<file path="config.mk">
export PLATFORM = sky130hd
export DESIGN_NAME = gauge_needle_stepper_control_flat
export DESIGN_NICKNAME = d
export VERILOG_FILES = /design/src/sv/gnsc_pkg.sv /design/src/sv/gnsc_sample_if.sv /design/src/sv/gnsc_command_if.sv /design/src/sv/gauge_needle_stepper_control.sv /design/src/sv/gnsc_ctrl.sv /design/src/sv/gnsc_datapath.sv /design/src/flat_wrapper.sv
export SDC_FILE = /design/constraint.sdc
export NUM_CORES = 2
export LEC_CHECK = 0
export ABC_AREA = 1
export BUFFER_PORTS_ARGS = -buffer_cell sky130_fd_sc_hd__clkbuf_2
export CAP_MARGIN = 15
export CELL_PAD_IN_SITES_DETAIL_PLACEMENT = 1
export CELL_PAD_IN_SITES_GLOBAL_PLACEMENT = 1
export CORE_MARGIN = 8
export CORE_UTILIZATION = 43
export DETAILED_ROUTE_END_ITERATION = 7
export GPL_TIMING_DRIVEN = 1
export PLACE_DENSITY_LB_ADDON = 0.1
export SYNTH_ARGS = -nofsm -noshare
export SYNTH_HDL_FRONTEND = slang
export SYNTH_SLANG_ARGS = --single-unit
</file>
<file path="constraint.sdc">
create_clock -name clk -period 15.5 [get_ports clk]
set_clock_uncertainty 0.1 [all_clocks]
set_input_delay 2.325 -clock clk [delete_from_list [all_inputs] [get_ports clk]]
set_output_delay 2.325 -clock clk [all_outputs]
set_load 0.02 [all_outputs]
</file>
<file path="src/sv/gnsc_pkg.sv">
// Shared constants, types and the easing table of the gauge needle stepper control.
// Used by the channel interfaces, the controller, the datapath and the top level.
package gnsc_pkg;

  // field widths
  localparam int AngleW    = 12;
  localparam int TempW     = 11;
  localparam int ClampW    = 10;
  localparam int TimeW     = 32;
  localparam int IntervalW = 16;
  localparam int StepW     = 16;
  localparam int DirW      = 2;
  localparam int PointW    = 16;
  localparam int CfgDataW  = 64;
  localparam int CfgIndexW = 3;

  // interpolation table
  localparam int TablePoints = 8;
  localparam int TableW      = 2 * CfgDataW;
  localparam int SegW        = $clog2(TablePoints);
  localparam int TempBase    = 200;
  localparam int TempSpan    = 100;

  // target arithmetic: numerator, its magnitude, reciprocal of 100
  localparam int NumW    = 28;
  localparam int AbsW    = 27;
  localparam int RecipW  = 26;
  localparam int ProdW   = AbsW + RecipW;
  localparam int QuotW   = 21;
  localparam int TgtW    = 22;
  localparam logic [RecipW-1:0] RecipM = RecipW'(42949672);

  // easing
  localparam int EaseWindow = 6;
  localparam int FactorW    = 17;

  // step direction codes
  localparam logic signed [DirW-1:0] DirForward = 2'sb01;
  localparam logic signed [DirW-1:0] DirBack    = 2'sb11;
  localparam logic signed [DirW-1:0] DirStop    = 2'sb00;

  typedef enum logic [CfgIndexW-1:0] {
    REG_HOME_ANGLE    = 3'd0,
    REG_STEP_INTERVAL = 3'd1,
    REG_MIN_TEMP      = 3'd2,
    REG_MAX_TEMP      = 3'd3,
    REG_TABLE_LOW     = 3'd4,
    REG_TABLE_HIGH    = 3'd5
  } cfg_reg_t;

  typedef enum logic [2:0] {
    ST_IDLE,
    ST_SEGMENT,
    ST_DIVIDE,
    ST_TARGET,
    ST_WAIT,
    ST_DECIDE
  } state_t;

  typedef struct packed {
    logic capture;
    logic seg_en;
    logic div_en;
    logic tgt_en;
    logic wait_en;
    logic decide_en;
  } ctrl_cmd_t;

  typedef struct packed {
    logic homed;
    logic out_busy;
  } dp_status_t;

  // Q1.16 scale 1-(d/6)^0.33 for gaps below the window; gap 0 waits the full interval
  function automatic logic [FactorW-1:0] ease_factor(input logic [2:0] gap);
    logic [FactorW-1:0] f;
    case (gap)
      3'd0:    f = 17'd65536;
      3'd1:    f = 17'd29255;
      3'd2:    f = 17'd19930;
      3'd3:    f = 17'd13400;
      3'd4:    f = 17'd8208;
      3'd5:    f = 17'd3827;
      default: f = 17'd0;
    endcase
    return f;
  endfunction

endpackage

</file>
<file path="src/sv/gnsc_sample_if.sv">
// Input channel of the gauge needle stepper control: one sensor tick per word.
// Depends on gnsc_pkg for the field widths.
interface gnsc_sample_if;
  logic                        valid;
  logic                        ready;
  logic [gnsc_pkg::AngleW-1:0] measured_angle;
  logic [gnsc_pkg::TempW-1:0]  temperature;
  logic [gnsc_pkg::TimeW-1:0]  time_ms;

  modport source (output valid, measured_angle, temperature, time_ms, input ready);
  modport sink   (input valid, measured_angle, temperature, time_ms, output ready);
endinterface

</file>
<file path="src/sv/gnsc_command_if.sv">
// Output channel of the gauge needle stepper control: one stepper command per word.
// Depends on gnsc_pkg for the field widths.
interface gnsc_command_if;
  logic                              valid;
  logic                              ready;
  logic signed [gnsc_pkg::DirW-1:0]  step_direction;
  logic                              homed;
  logic signed [gnsc_pkg::StepW-1:0] step_count;

  modport source (output valid, step_direction, homed, step_count, input ready);
  modport sink   (input valid, step_direction, homed, step_count, output ready);
endinterface

</file>
<file path="src/sv/gauge_needle_stepper_control.sv">
// Top level of the gauge needle stepper control: controller, datapath and channel wiring.
// Depends on gnsc_pkg, gnsc_sample_if, gnsc_command_if, gnsc_ctrl and gnsc_datapath.
//
//   channel   direction  word
//   sample    in         measured_angle, temperature, time_ms
//   command   out        step_direction, homed, step_count
//   cfg       in         cfg_write, cfg_index, cfg_data (no wait, no read-back)
//
// A word taken before homing goes from capture straight to the decide step; a word
// taken after homing passes segment, divide, target and wait stages before the decide
// step loads its command into the output register. The next word is taken once the
// current one has been loaded into the output register. A stalled command holds the
// block in the decide step. Reset clears state.
module gauge_needle_stepper_control (
  input  logic                           clk,
  input  logic                           rst,
  input  logic                           cfg_write,
  input  logic [gnsc_pkg::CfgIndexW-1:0] cfg_index,
  input  logic [gnsc_pkg::CfgDataW-1:0]  cfg_data,
  gnsc_sample_if.sink                    sample,
  gnsc_command_if.source                 command
);

  gnsc_pkg::ctrl_cmd_t  cmd;
  gnsc_pkg::dp_status_t status;

  gnsc_ctrl u_ctrl (
    .clk      (clk),
    .rst      (rst),
    .in_valid (sample.valid),
    .in_ready (sample.ready),
    .status   (status),
    .cmd      (cmd)
  );

  gnsc_datapath u_datapath (
    .clk            (clk),
    .rst            (rst),
    .cfg_write      (cfg_write),
    .cfg_index      (cfg_index),
    .cfg_data       (cfg_data),
    .cmd            (cmd),
    .status         (status),
    .measured_angle (sample.measured_angle),
    .temperature    (sample.temperature),
    .time_ms        (sample.time_ms),
    .out_ready      (command.ready),
    .out_valid      (command.valid),
    .step_direction (command.step_direction),
    .homed          (command.homed),
    .step_count     (command.step_count)
  );

  // busy right after taking a word
  a_busy_after_accept: assert property (@(posedge clk) disable iff (rst)
    sample.valid && sample.ready |=> !sample.ready)
    else $error("sample ready right after an accepted word");

  // once a homed result went out, no later result is unhomed
  a_homed_sticks: assert property (@(posedge clk) disable iff (rst)
    command.valid && command.ready && command.homed |=> !(command.valid && !command.homed))
    else $error("homed dropped after a homed result");

  // no tracking steps are counted before homing
  a_no_steps_unhomed: assert property (@(posedge clk) disable iff (rst)
    command.valid && !command.homed |-> command.step_count == '0)
    else $error("step count moved before homing");

  // direction is always forward, back or stop
  a_dir_code: assert property (@(posedge clk) disable iff (rst)
    command.valid |-> command.step_direction != 2'sb10)
    else $error("invalid step direction code");

endmodule

</file>
<file path="src/sv/gnsc_ctrl.sv">
// Controller of the gauge needle stepper control: sequences one word through the datapath.
// Depends on gnsc_pkg for the state, command and status types.
module gnsc_ctrl (
  input  logic                 clk,
  input  logic                 rst,
  input  logic                 in_valid,
  output logic                 in_ready,
  input  gnsc_pkg::dp_status_t status,
  output gnsc_pkg::ctrl_cmd_t  cmd
);

  gnsc_pkg::state_t state, state_next;

  // hold the state register
  always_ff @(posedge clk) begin
    if (rst) begin
      state <= gnsc_pkg::ST_IDLE;
    end else begin
      state <= state_next;
    end
  end

  // advance: homing words skip the target pipeline
  always_comb begin
    state_next = state;
    case (state)
      gnsc_pkg::ST_IDLE: begin
        if (in_valid) begin
          state_next = status.homed ? gnsc_pkg::ST_SEGMENT : gnsc_pkg::ST_DECIDE;
        end
      end
      gnsc_pkg::ST_SEGMENT: state_next = gnsc_pkg::ST_DIVIDE;
      gnsc_pkg::ST_DIVIDE:  state_next = gnsc_pkg::ST_TARGET;
      gnsc_pkg::ST_TARGET:  state_next = gnsc_pkg::ST_WAIT;
      gnsc_pkg::ST_WAIT:    state_next = gnsc_pkg::ST_DECIDE;
      gnsc_pkg::ST_DECIDE: begin
        if (!status.out_busy) begin
          state_next = gnsc_pkg::ST_IDLE;
        end
      end
      default: state_next = gnsc_pkg::ST_IDLE;
    endcase
  end

  // drive datapath strobes
  always_comb begin
    in_ready      = (state == gnsc_pkg::ST_IDLE);
    cmd.capture   = (state == gnsc_pkg::ST_IDLE) && in_valid;
    cmd.seg_en    = (state == gnsc_pkg::ST_SEGMENT);
    cmd.div_en    = (state == gnsc_pkg::ST_DIVIDE);
    cmd.tgt_en    = (state == gnsc_pkg::ST_TARGET);
    cmd.wait_en   = (state == gnsc_pkg::ST_WAIT);
    cmd.decide_en = (state == gnsc_pkg::ST_DECIDE) && !status.out_busy;
  end

endmodule

</file>
<file path="src/sv/gnsc_datapath.sv">
// Datapath of the gauge needle stepper control: registers, target interpolation,
// divide by 100, easing wait, step decision and the output register. Depends on gnsc_pkg.
module gnsc_datapath (
  input  logic                                 clk,
  input  logic                                 rst,
  input  logic                                 cfg_write,
  input  logic [gnsc_pkg::CfgIndexW-1:0]       cfg_index,
  input  logic [gnsc_pkg::CfgDataW-1:0]        cfg_data,
  input  gnsc_pkg::ctrl_cmd_t                  cmd,
  output gnsc_pkg::dp_status_t                 status,
  input  logic [gnsc_pkg::AngleW-1:0]          measured_angle,
  input  logic [gnsc_pkg::TempW-1:0]           temperature,
  input  logic [gnsc_pkg::TimeW-1:0]           time_ms,
  input  logic                                 out_ready,
  output logic                                 out_valid,
  output logic signed [gnsc_pkg::DirW-1:0]     step_direction,
  output logic                                 homed,
  output logic signed [gnsc_pkg::StepW-1:0]    step_count
);

  // configuration
  logic [gnsc_pkg::AngleW-1:0]    home_angle;
  logic [gnsc_pkg::IntervalW-1:0] step_interval_ms;
  logic [gnsc_pkg::ClampW-1:0]    min_temperature;
  logic [gnsc_pkg::ClampW-1:0]    max_temperature;
  logic [gnsc_pkg::CfgDataW-1:0]  angle_table_low;
  logic [gnsc_pkg::CfgDataW-1:0]  angle_table_high;

  // block state
  logic                          homed_flag;
  logic [gnsc_pkg::TimeW-1:0]    last_step_time;
  logic [gnsc_pkg::ClampW-1:0]   settled_temperature;
  logic                          settled_valid;
  logic [gnsc_pkg::StepW-1:0]    net_steps;

  // captured word and stage registers
  logic [gnsc_pkg::AngleW-1:0]    meas;
  logic [gnsc_pkg::TempW-1:0]     temp;
  logic [gnsc_pkg::TimeW-1:0]     now;
  logic [gnsc_pkg::ClampW-1:0]    temp_clamped;
  logic signed [gnsc_pkg::NumW-1:0] num;
  logic                           num_neg;
  logic [gnsc_pkg::AbsW-1:0]      num_abs;
  logic [gnsc_pkg::ProdW-1:0]     recip_prod;
  logic signed [gnsc_pkg::TgtW-1:0] target;
  logic [gnsc_pkg::TgtW-1:0]      gap;
  logic [gnsc_pkg::IntervalW-1:0] wait_ms;

  // write configuration registers
  always_ff @(posedge clk) begin
    if (rst) begin
      home_angle       <= '0;
      step_interval_ms <= gnsc_pkg::IntervalW'(20);
      min_temperature  <= gnsc_pkg::ClampW'(200);
      max_temperature  <= gnsc_pkg::ClampW'(890);
      angle_table_low  <= '0;
      angle_table_high <= '0;
    end else if (cfg_write) begin
      case (gnsc_pkg::cfg_reg_t'(cfg_index))
        gnsc_pkg::REG_HOME_ANGLE:    home_angle       <= cfg_data[gnsc_pkg::AngleW-1:0];
        gnsc_pkg::REG_STEP_INTERVAL: step_interval_ms <= cfg_data[gnsc_pkg::IntervalW-1:0];
        gnsc_pkg::REG_MIN_TEMP:      min_temperature  <= cfg_data[gnsc_pkg::ClampW-1:0];
        gnsc_pkg::REG_MAX_TEMP:      max_temperature  <= cfg_data[gnsc_pkg::ClampW-1:0];
        gnsc_pkg::REG_TABLE_LOW:     angle_table_low  <= cfg_data;
        gnsc_pkg::REG_TABLE_HIGH:    angle_table_high <= cfg_data;
        default: ;
      endcase
    end
  end

  // capture the accepted word
  always_ff @(posedge clk) begin
    if (cmd.capture) begin
      meas <= measured_angle;
      temp <= temperature;
      now  <= time_ms;
    end
  end

  // segment stage: clamp, pick segment, form 100*A[i] + delta*(A[i+1]-A[i])
  logic [gnsc_pkg::ClampW-1:0]        t_clamp;
  logic [gnsc_pkg::SegW-1:0]          seg;
  logic [gnsc_pkg::SegW-1:0]          seg_up;
  logic [gnsc_pkg::TempW-1:0]         seg_base;
  logic [gnsc_pkg::TableW-1:0]        points;
  logic [gnsc_pkg::PointW-1:0]        a0, a1;
  logic signed [gnsc_pkg::TempW:0]    delta;
  logic signed [gnsc_pkg::PointW:0]   slope;
  logic signed [gnsc_pkg::TempW+gnsc_pkg::PointW+1:0] ramp;
  logic [gnsc_pkg::PointW+6:0]        a0_scaled;
  logic signed [gnsc_pkg::TempW+gnsc_pkg::PointW+1:0] num_sum;

  always_comb begin
    if (temp < {1'b0, min_temperature}) begin
      t_clamp = min_temperature;
    end else if (temp > {1'b0, max_temperature}) begin
      t_clamp = max_temperature;
    end else begin
      t_clamp = temp[gnsc_pkg::ClampW-1:0];
    end
  end

  // saturate the segment index: the highest point at or below t wins
  always_comb begin
    seg      = '0;
    seg_base = gnsc_pkg::TempW'(gnsc_pkg::TempBase);
    for (int k = 1; k <= gnsc_pkg::TablePoints - 2; k++) begin
      if ({1'b0, t_clamp} >= gnsc_pkg::TempW'(gnsc_pkg::TempBase + gnsc_pkg::TempSpan * k))
      begin
        seg      = gnsc_pkg::SegW'(k);
        seg_base = gnsc_pkg::TempW'(gnsc_pkg::TempBase + gnsc_pkg::TempSpan * k);
      end
    end
  end

  assign points    = {angle_table_high, angle_table_low};
  assign seg_up    = seg + gnsc_pkg::SegW'(1);
  assign a0        = points[{seg, 4'b0000} +: gnsc_pkg::PointW];
  assign a1        = points[{seg_up, 4'b0000} +: gnsc_pkg::PointW];
  assign delta     = $signed({2'b00, t_clamp}) - $signed({1'b0, seg_base});
  assign slope     = $signed({1'b0, a1}) - $signed({1'b0, a0});
  assign ramp      = delta * slope;
  assign a0_scaled = a0 * 7'd100;
  assign num_sum   = ramp + $signed({6'b000000, a0_scaled});

  always_ff @(posedge clk) begin
    if (cmd.seg_en) begin
      temp_clamped <= t_clamp;
      num          <= gnsc_pkg::NumW'(num_sum);
    end
  end

  // divide stage: magnitude times the reciprocal of 100
  logic [gnsc_pkg::AbsW-1:0] abs_c;

  assign abs_c = num[gnsc_pkg::NumW-1] ? gnsc_pkg::AbsW'(-num) : gnsc_pkg::AbsW'(num);

  always_ff @(posedge clk) begin
    if (cmd.div_en) begin
      num_neg    <= num[gnsc_pkg::NumW-1];
      num_abs    <= abs_c;
      recip_prod <= abs_c * gnsc_pkg::RecipM;
    end
  end

  // target stage: correct the quotient by one, restore sign, take the gap
  logic [gnsc_pkg::QuotW-1:0]       quot_est;
  logic [gnsc_pkg::QuotW+6:0]       quot_back;
  logic [gnsc_pkg::AbsW-1:0]        rem;
  logic [gnsc_pkg::QuotW-1:0]       quot;
  logic signed [gnsc_pkg::TgtW-1:0] target_c;
  logic signed [gnsc_pkg::TgtW:0]   gap_s;
  logic [gnsc_pkg::TgtW-1:0]        gap_c;

  assign quot_est  = recip_prod[gnsc_pkg::ProdW-1:32];
  assign quot_back = quot_est * 7'd100;
  assign rem       = num_abs - gnsc_pkg::AbsW'(quot_back);
  assign quot      = (rem >= gnsc_pkg::AbsW'(100)) ? quot_est + gnsc_pkg::QuotW'(1) : quot_est;
  assign target_c  = num_neg ? -$signed({1'b0, quot}) : $signed({1'b0, quot});
  assign gap_s     = target_c - $signed({11'b0, meas});
  assign gap_c     = gap_s[gnsc_pkg::TgtW] ? gnsc_pkg::TgtW'(-gap_s) : gnsc_pkg::TgtW'(gap_s);

  always_ff @(posedge clk) begin
    if (cmd.tgt_en) begin
      target <= target_c;
      gap    <= gap_c;
    end
  end

  // wait stage: scale the interval by the easing factor
  logic [gnsc_pkg::FactorW-1:0]              factor;
  logic [gnsc_pkg::IntervalW+gnsc_pkg::FactorW-1:0] wait_prod;

  assign factor    = (gap < gnsc_pkg::TgtW'(gnsc_pkg::EaseWindow)) ?
                     gnsc_pkg::ease_factor(gap[2:0]) : '0;
  assign wait_prod = step_interval_ms * factor;

  always_ff @(posedge clk) begin
    if (cmd.wait_en) begin
      wait_ms <= wait_prod[31:16];
    end
  end

  // decide: homing, timer, settled check, step toward target
  logic [gnsc_pkg::TimeW-1:0]       elapsed;
  logic signed [gnsc_pkg::TgtW-1:0] meas_s;
  logic                             may_step;
  logic signed [gnsc_pkg::DirW-1:0] dir_next;
  logic                             homed_next;
  logic [gnsc_pkg::StepW-1:0]       steps_next;
  logic                             step_taken;
  logic                             settle_now;

  assign elapsed  = now - last_step_time;
  assign meas_s   = $signed({10'b0, meas});
  assign may_step = (elapsed >= {16'b0, wait_ms}) &&
                    !(settled_valid && (temp_clamped == settled_temperature));

  always_comb begin
    dir_next   = gnsc_pkg::DirStop;
    homed_next = homed_flag;
    steps_next = net_steps;
    step_taken = 1'b0;
    settle_now = 1'b0;
    if (!homed_flag) begin
      if (meas < home_angle) begin
        dir_next = gnsc_pkg::DirForward;
      end else if (meas > home_angle) begin
        dir_next = gnsc_pkg::DirBack;
      end else begin
        homed_next = 1'b1;
      end
    end else if (may_step) begin
      if (meas_s < target) begin
        dir_next   = gnsc_pkg::DirForward;
        steps_next = net_steps + gnsc_pkg::StepW'(1);
        step_taken = 1'b1;
      end else if (meas_s > target) begin
        dir_next   = gnsc_pkg::DirBack;
        steps_next = net_steps - gnsc_pkg::StepW'(1);
        step_taken = 1'b1;
      end else begin
        settle_now = 1'b1;
      end
    end
  end

  // update block state
  always_ff @(posedge clk) begin
    if (rst) begin
      homed_flag          <= 1'b0;
      last_step_time      <= '0;
      settled_temperature <= '0;
      settled_valid       <= 1'b0;
      net_steps           <= '0;
    end else if (cmd.decide_en) begin
      homed_flag <= homed_next;
      net_steps  <= steps_next;
      if (step_taken) begin
        last_step_time <= now;
      end
      if (settle_now) begin
        settled_temperature <= temp_clamped;
        settled_valid       <= 1'b1;
      end
    end
  end

  // hold the result word until taken
  always_ff @(posedge clk) begin
    if (rst) begin
      out_valid <= 1'b0;
    end else if (cmd.decide_en) begin
      out_valid <= 1'b1;
    end else if (out_ready) begin
      out_valid <= 1'b0;
    end
  end

  always_ff @(posedge clk) begin
    if (cmd.decide_en) begin
      step_direction <= dir_next;
      homed          <= homed_next;
      step_count     <= $signed(steps_next);
    end
  end

  assign status.homed    = homed_flag;
  assign status.out_busy = out_valid && !out_ready;

endmodule

</file>
<file path="src/flat_wrapper.sv">
// flat-port wrapper written by rule: the top's interface ports become plain ports
module gauge_needle_stepper_control_flat 
  (clk, rst, cfg_write, cfg_index, cfg_data, sample_valid, sample_measured_angle, sample_temperature, sample_time_ms, sample_ready, command_valid, command_step_direction, command_homed, command_step_count, command_ready);
  gnsc_sample_if sample_i ();
  gnsc_command_if command_i ();
  input  logic clk;
  input  logic rst;
  input  logic cfg_write;
  input  logic [gnsc_pkg::CfgIndexW-1:0] cfg_index;
  input  logic [gnsc_pkg::CfgDataW-1:0] cfg_data;
  input wire logic [$bits(sample_i.valid)-1:0] sample_valid;
  input wire logic [$bits(sample_i.measured_angle)-1:0] sample_measured_angle;
  input wire logic [$bits(sample_i.temperature)-1:0] sample_temperature;
  input wire logic [$bits(sample_i.time_ms)-1:0] sample_time_ms;
  output wire logic [$bits(sample_i.ready)-1:0] sample_ready;
  output wire logic [$bits(command_i.valid)-1:0] command_valid;
  output wire logic [$bits(command_i.step_direction)-1:0] command_step_direction;
  output wire logic [$bits(command_i.homed)-1:0] command_homed;
  output wire logic [$bits(command_i.step_count)-1:0] command_step_count;
  input wire logic [$bits(command_i.ready)-1:0] command_ready;
  assign sample_i.valid = sample_valid;
  assign sample_i.measured_angle = sample_measured_angle;
  assign sample_i.temperature = sample_temperature;
  assign sample_i.time_ms = sample_time_ms;
  assign sample_ready = sample_i.ready;
  assign command_valid = command_i.valid;
  assign command_step_direction = command_i.step_direction;
  assign command_homed = command_i.homed;
  assign command_step_count = command_i.step_count;
  assign command_i.ready = command_ready;
  gauge_needle_stepper_control u_core (.clk(clk), .rst(rst), .cfg_write(cfg_write), .cfg_index(cfg_index), .cfg_data(cfg_data), .sample(sample_i), .command(command_i));
endmodule
</file>
==> flow_summary.json <==
{
  "die_area_um2": 144000,
  "finalHoldViolCount": 0,
  "avgViaCountPerCell": 5.23,
  "clock_tree.root_cell": "clkbuf_16",
  "drtPass1Iterations": 5,
  "yosysTopAreaCell": "fa_1",
  "max-slew-margin-rel": 0.239,
  "start_util": 0.432,
  "grt_pass1_wl_um": 277000,
  "syn-cell-area_um2": 56800,
  "cts_resized": 0,
  "synth_flop_cell": "dfxtp_1",
  "critical_path_class": "reg2reg",
  "wl_per_cell_um": 20.0,
  "cp_top_family": "compound AO/OA/AOI/OAI gates",
  "holdWs_ns": 0.360,
  "hp-class": "reg2reg",
  "clock-sinks": 459,
  "synth_edf_count": 219,
  "clock_path_buffers": 3,
  "fillers": 15802,
  "crit_slowest_cell": "inv_1",
  "slew_viol_final": 0,
  "synth.distinct_cells": 65,
  "clk-insertion-delay-late_ns": 0.70,
  "crit_buf_inv": 10,
  "yosys_warnings": 0,
  "overflow": 0,
  "area.growth.synth_to_final_pct": 8.34,
  "coreArea_um2": 131000,
  "crit_arrival_ns": 14.64,
  "synth_top_area_frac": 0.231,
  "syn-num-nets": 8389,
  "rsz0062_at_grt": "no",
  "hold_buffers": 0,
  "ys_top_cells_by_area": "fa_1 (23%), ha_1 (16%), edfxtp_1 (12%)",
  "num_vias": 45837,
  "yosysSeqAreaShare": 0.200,
  "postCtsSetupBuffers": 0,
  "diodes": 0,
  "min_period_over_period": 0.922,
  "slowest_delay_ns": 0.62,
  "grt_max_degree": 106,
  "cts_tree": "yes",
  "setup_tns_ns": 0,
  "drt-total-wl_um": 175000,
  "drt_iter0_drc": 2105,
  "cp_common_cell": "nand2_1",
  "fin_nets": 8473,
  "die_h_um": 379,
  "drv_cap": 0,
  "status": "completed",
  "worstPathMaxFanout": 22,
  "grt_antenna_before_repair": 2,
  "h-tree-depth": 2,
  "post-route-drc-count": 0,
  "syn_avg_cell_area_um2": 8.25,
  "synth-seq-cells": 459,
  "critPathCaptureType": "flop",
  "async_flop_share": 0,
  "grt_use_total": 0.242,
  "layout-drive-gt1-share": 0.0660,
  "portBuffers": 147,
  "cp.required_ns": 15.84,
  "tightest_slew_ns": 1.14,
  "drtAntennaViolNets": 0,
  "rrSetupSlack_ns": 1.21,
  "cts_made_buffers": 58,
  "ioPinCount": 148,
  "fin_crit_ns": 14.29,
  "num_rows": 133,
  "die_x_um": 379,
  "cp-start-kind": "flop",
  "setup_viol": 0,
  "clkTransAtPathRegs_ns": 0.06,
  "synth_most_common_cell": "inv_1",
  "gp_congestion": 0.910,
  "syn_inst": 6879,
  "grt_pass1_vias": 48988,
  "post-dp-hpwl_um": 144000,
  "synth_commonest_cells": "inv_1 (1350), nand2_1 (1111), ha_1 (728)",
  "clock.fmax_mhz": 70.0
}
## area by class of cell
type / count / area [um2] / share of cell area
clock inverters: 28 / 358 / 0.00582
clock buffers: 80 / 1700 / 0.0276
flip-flops and latches: 459 / 11400 / 0.185
multi-input cells: 4844 / 39500 / 0.641
repair inverters: 1 / 5.00 / 0.0000814
well taps: 1755 / 2200 / 0.0357
inverters: 1392 / 5240 / 0.0851
repair buffers: 207 / 1190 / 0.0193
## cell families (layout without fill, tap and decap cells)
logic type               Yosys count  after routing  share of synthesized area
AO/OA/AOI/OAI                    938            938                     0.0931
XOR/XNOR                         278            278                     0.0434
adder cells (fa/ha/maj)         1383           1383                      0.391
buffers and inverters           1576           1708                      0.106
flip-flops                       459            459                      0.200
AND/OR/NAND/NOR                 2245           2245                      0.165
## flip-flops by register name, summed over array words and instances, names as in the netlist, 12 cells and up
name and flops:
u_core.u_datapath.num_abs 25, u_core.u_datapath.angle_table_high 64, u_core.u_datapath.now 32, u_core.u_datapath.home_angle 12
u_core.u_datapath.net_steps 16, u_core.u_datapath.recip_prod 21, u_core.u_datapath.gap 22, u_core.u_datapath.target 22
u_core.u_datapath.meas 12, u_core.u_datapath.num 28, u_core.u_datapath.step_count 16, u_core.u_datapath.angle_table_low 64
u_core.u_datapath.last_step_time 32, u_core.u_datapath.step_interval_ms 16, u_core.u_datapath.wait_ms 16
## cell usage in the layout, fill, tap and decap left out, types with 15 or more instances in the layout
| cell | Yosys | layout |
|---|---|---|
| clkbuf_16 | 0 | 62 |
| o211ai_1 | 33 | 33 |
| xnor2_1 | 74 | 74 |
| nor4_1 | 16 | 16 |
| a32o_1 | 33 | 33 |
| edfxtp_1 | 219 | 219 |
| nor2_1 | 663 | 658 |
| o21ai_1 | 25 | 28 |
| a21oi_1 | 384 | 383 |
| nand4_1 | 66 | 66 |
| inv_1 | 1350 | 1346 |
| nor2_2 | 32 | 32 |
| xor2_1 | 200 | 196 |
| nand3_1 | 227 | 227 |
| inv_2 | 33 | 34 |
| o21bai_1 | 16 | 16 |
| dfxtp_1 | 240 | 240 |
| clkbuf_2 | 0 | 147 |
| a21o_1 | 15 | 15 |
| o21ai_0 | 346 | 342 |
| buf_4 | 9 | 60 |
| nand2_1 | 1111 | 1111 |
| nor3_1 | 50 | 49 |
| fa_1 | 655 | 655 |
| nand2_2 | 28 | 27 |
| a31oi_1 | 15 | 15 |
| ha_1 | 728 | 728 |
## layer usage
| layer | global-route usage | vias to the layer above | part of all wire |
|---|---|---|---|
| li1 | - | 21931 | - |
| met1 | 0.334 | 22899 | 0.46 |
| met2 | 0.410 | 807 | 0.47 |
| met3 | 0.0296 | 200 | 0.043 |
| met4 | 0.0502 | 0 | 0.021 |
| met5 | 0 | - | 0 |
## worst register-to-register path: cells and delay by family, from the launching register on
family	cells	cell delay, ns
AOI/OAI and AO/OA	22	4.61
adders and majority gates	10	4.49
buffers and inverters	10	1.99
and+or+nand+nor	18	1.69
xor gates and xnor gates	2	0.78
DFF	1	0.43
## metrics by stage
stage | area, um2 | instances | setup slack, ns | util
3_5_place_dp | 59400 | 8657 | 1.14 | 0.453
4_1_cts | 61500 | 8765 | 1.14 | 0.468
6_report | 61500 | 8766 | 1.21 | 0.469
5_1_grt | 61500 | 8766 | 0.0433 | 0.469
3_3_place_gp | 59400 | 8657 | 1.62 | 0.453
2_1_floorplan | 56800 | 6879 | 3.33 | -
## worst paths after layout
path / startpoint / endpoint / cells past startpoint
worst min-delay path: u_core.u_datapath.last_step_time[22]$_SDFFE_PP0P_ / u_core.u_datapath.last_step_time[22]$_SDFFE_PP0P_ / 2
worst max register to register: u_core.u_datapath.temp[2]$_DFFE_PP_ / u_core.u_datapath.num[27]$_DFFE_PP_ / 62
worst max-delay path: u_core.u_datapath.temp[2]$_DFFE_PP_ / u_core.u_datapath.num[27]$_DFFE_PP_ / 62
worst min register to register: u_core.u_datapath.last_step_time[22]$_SDFFE_PP0P_ / u_core.u_datapath.last_step_time[22]$_SDFFE_PP0P_ / 2
Power is not shown: default switching activity piles up to over one toggle a cycle in this logic, so the estimate is an artifact.
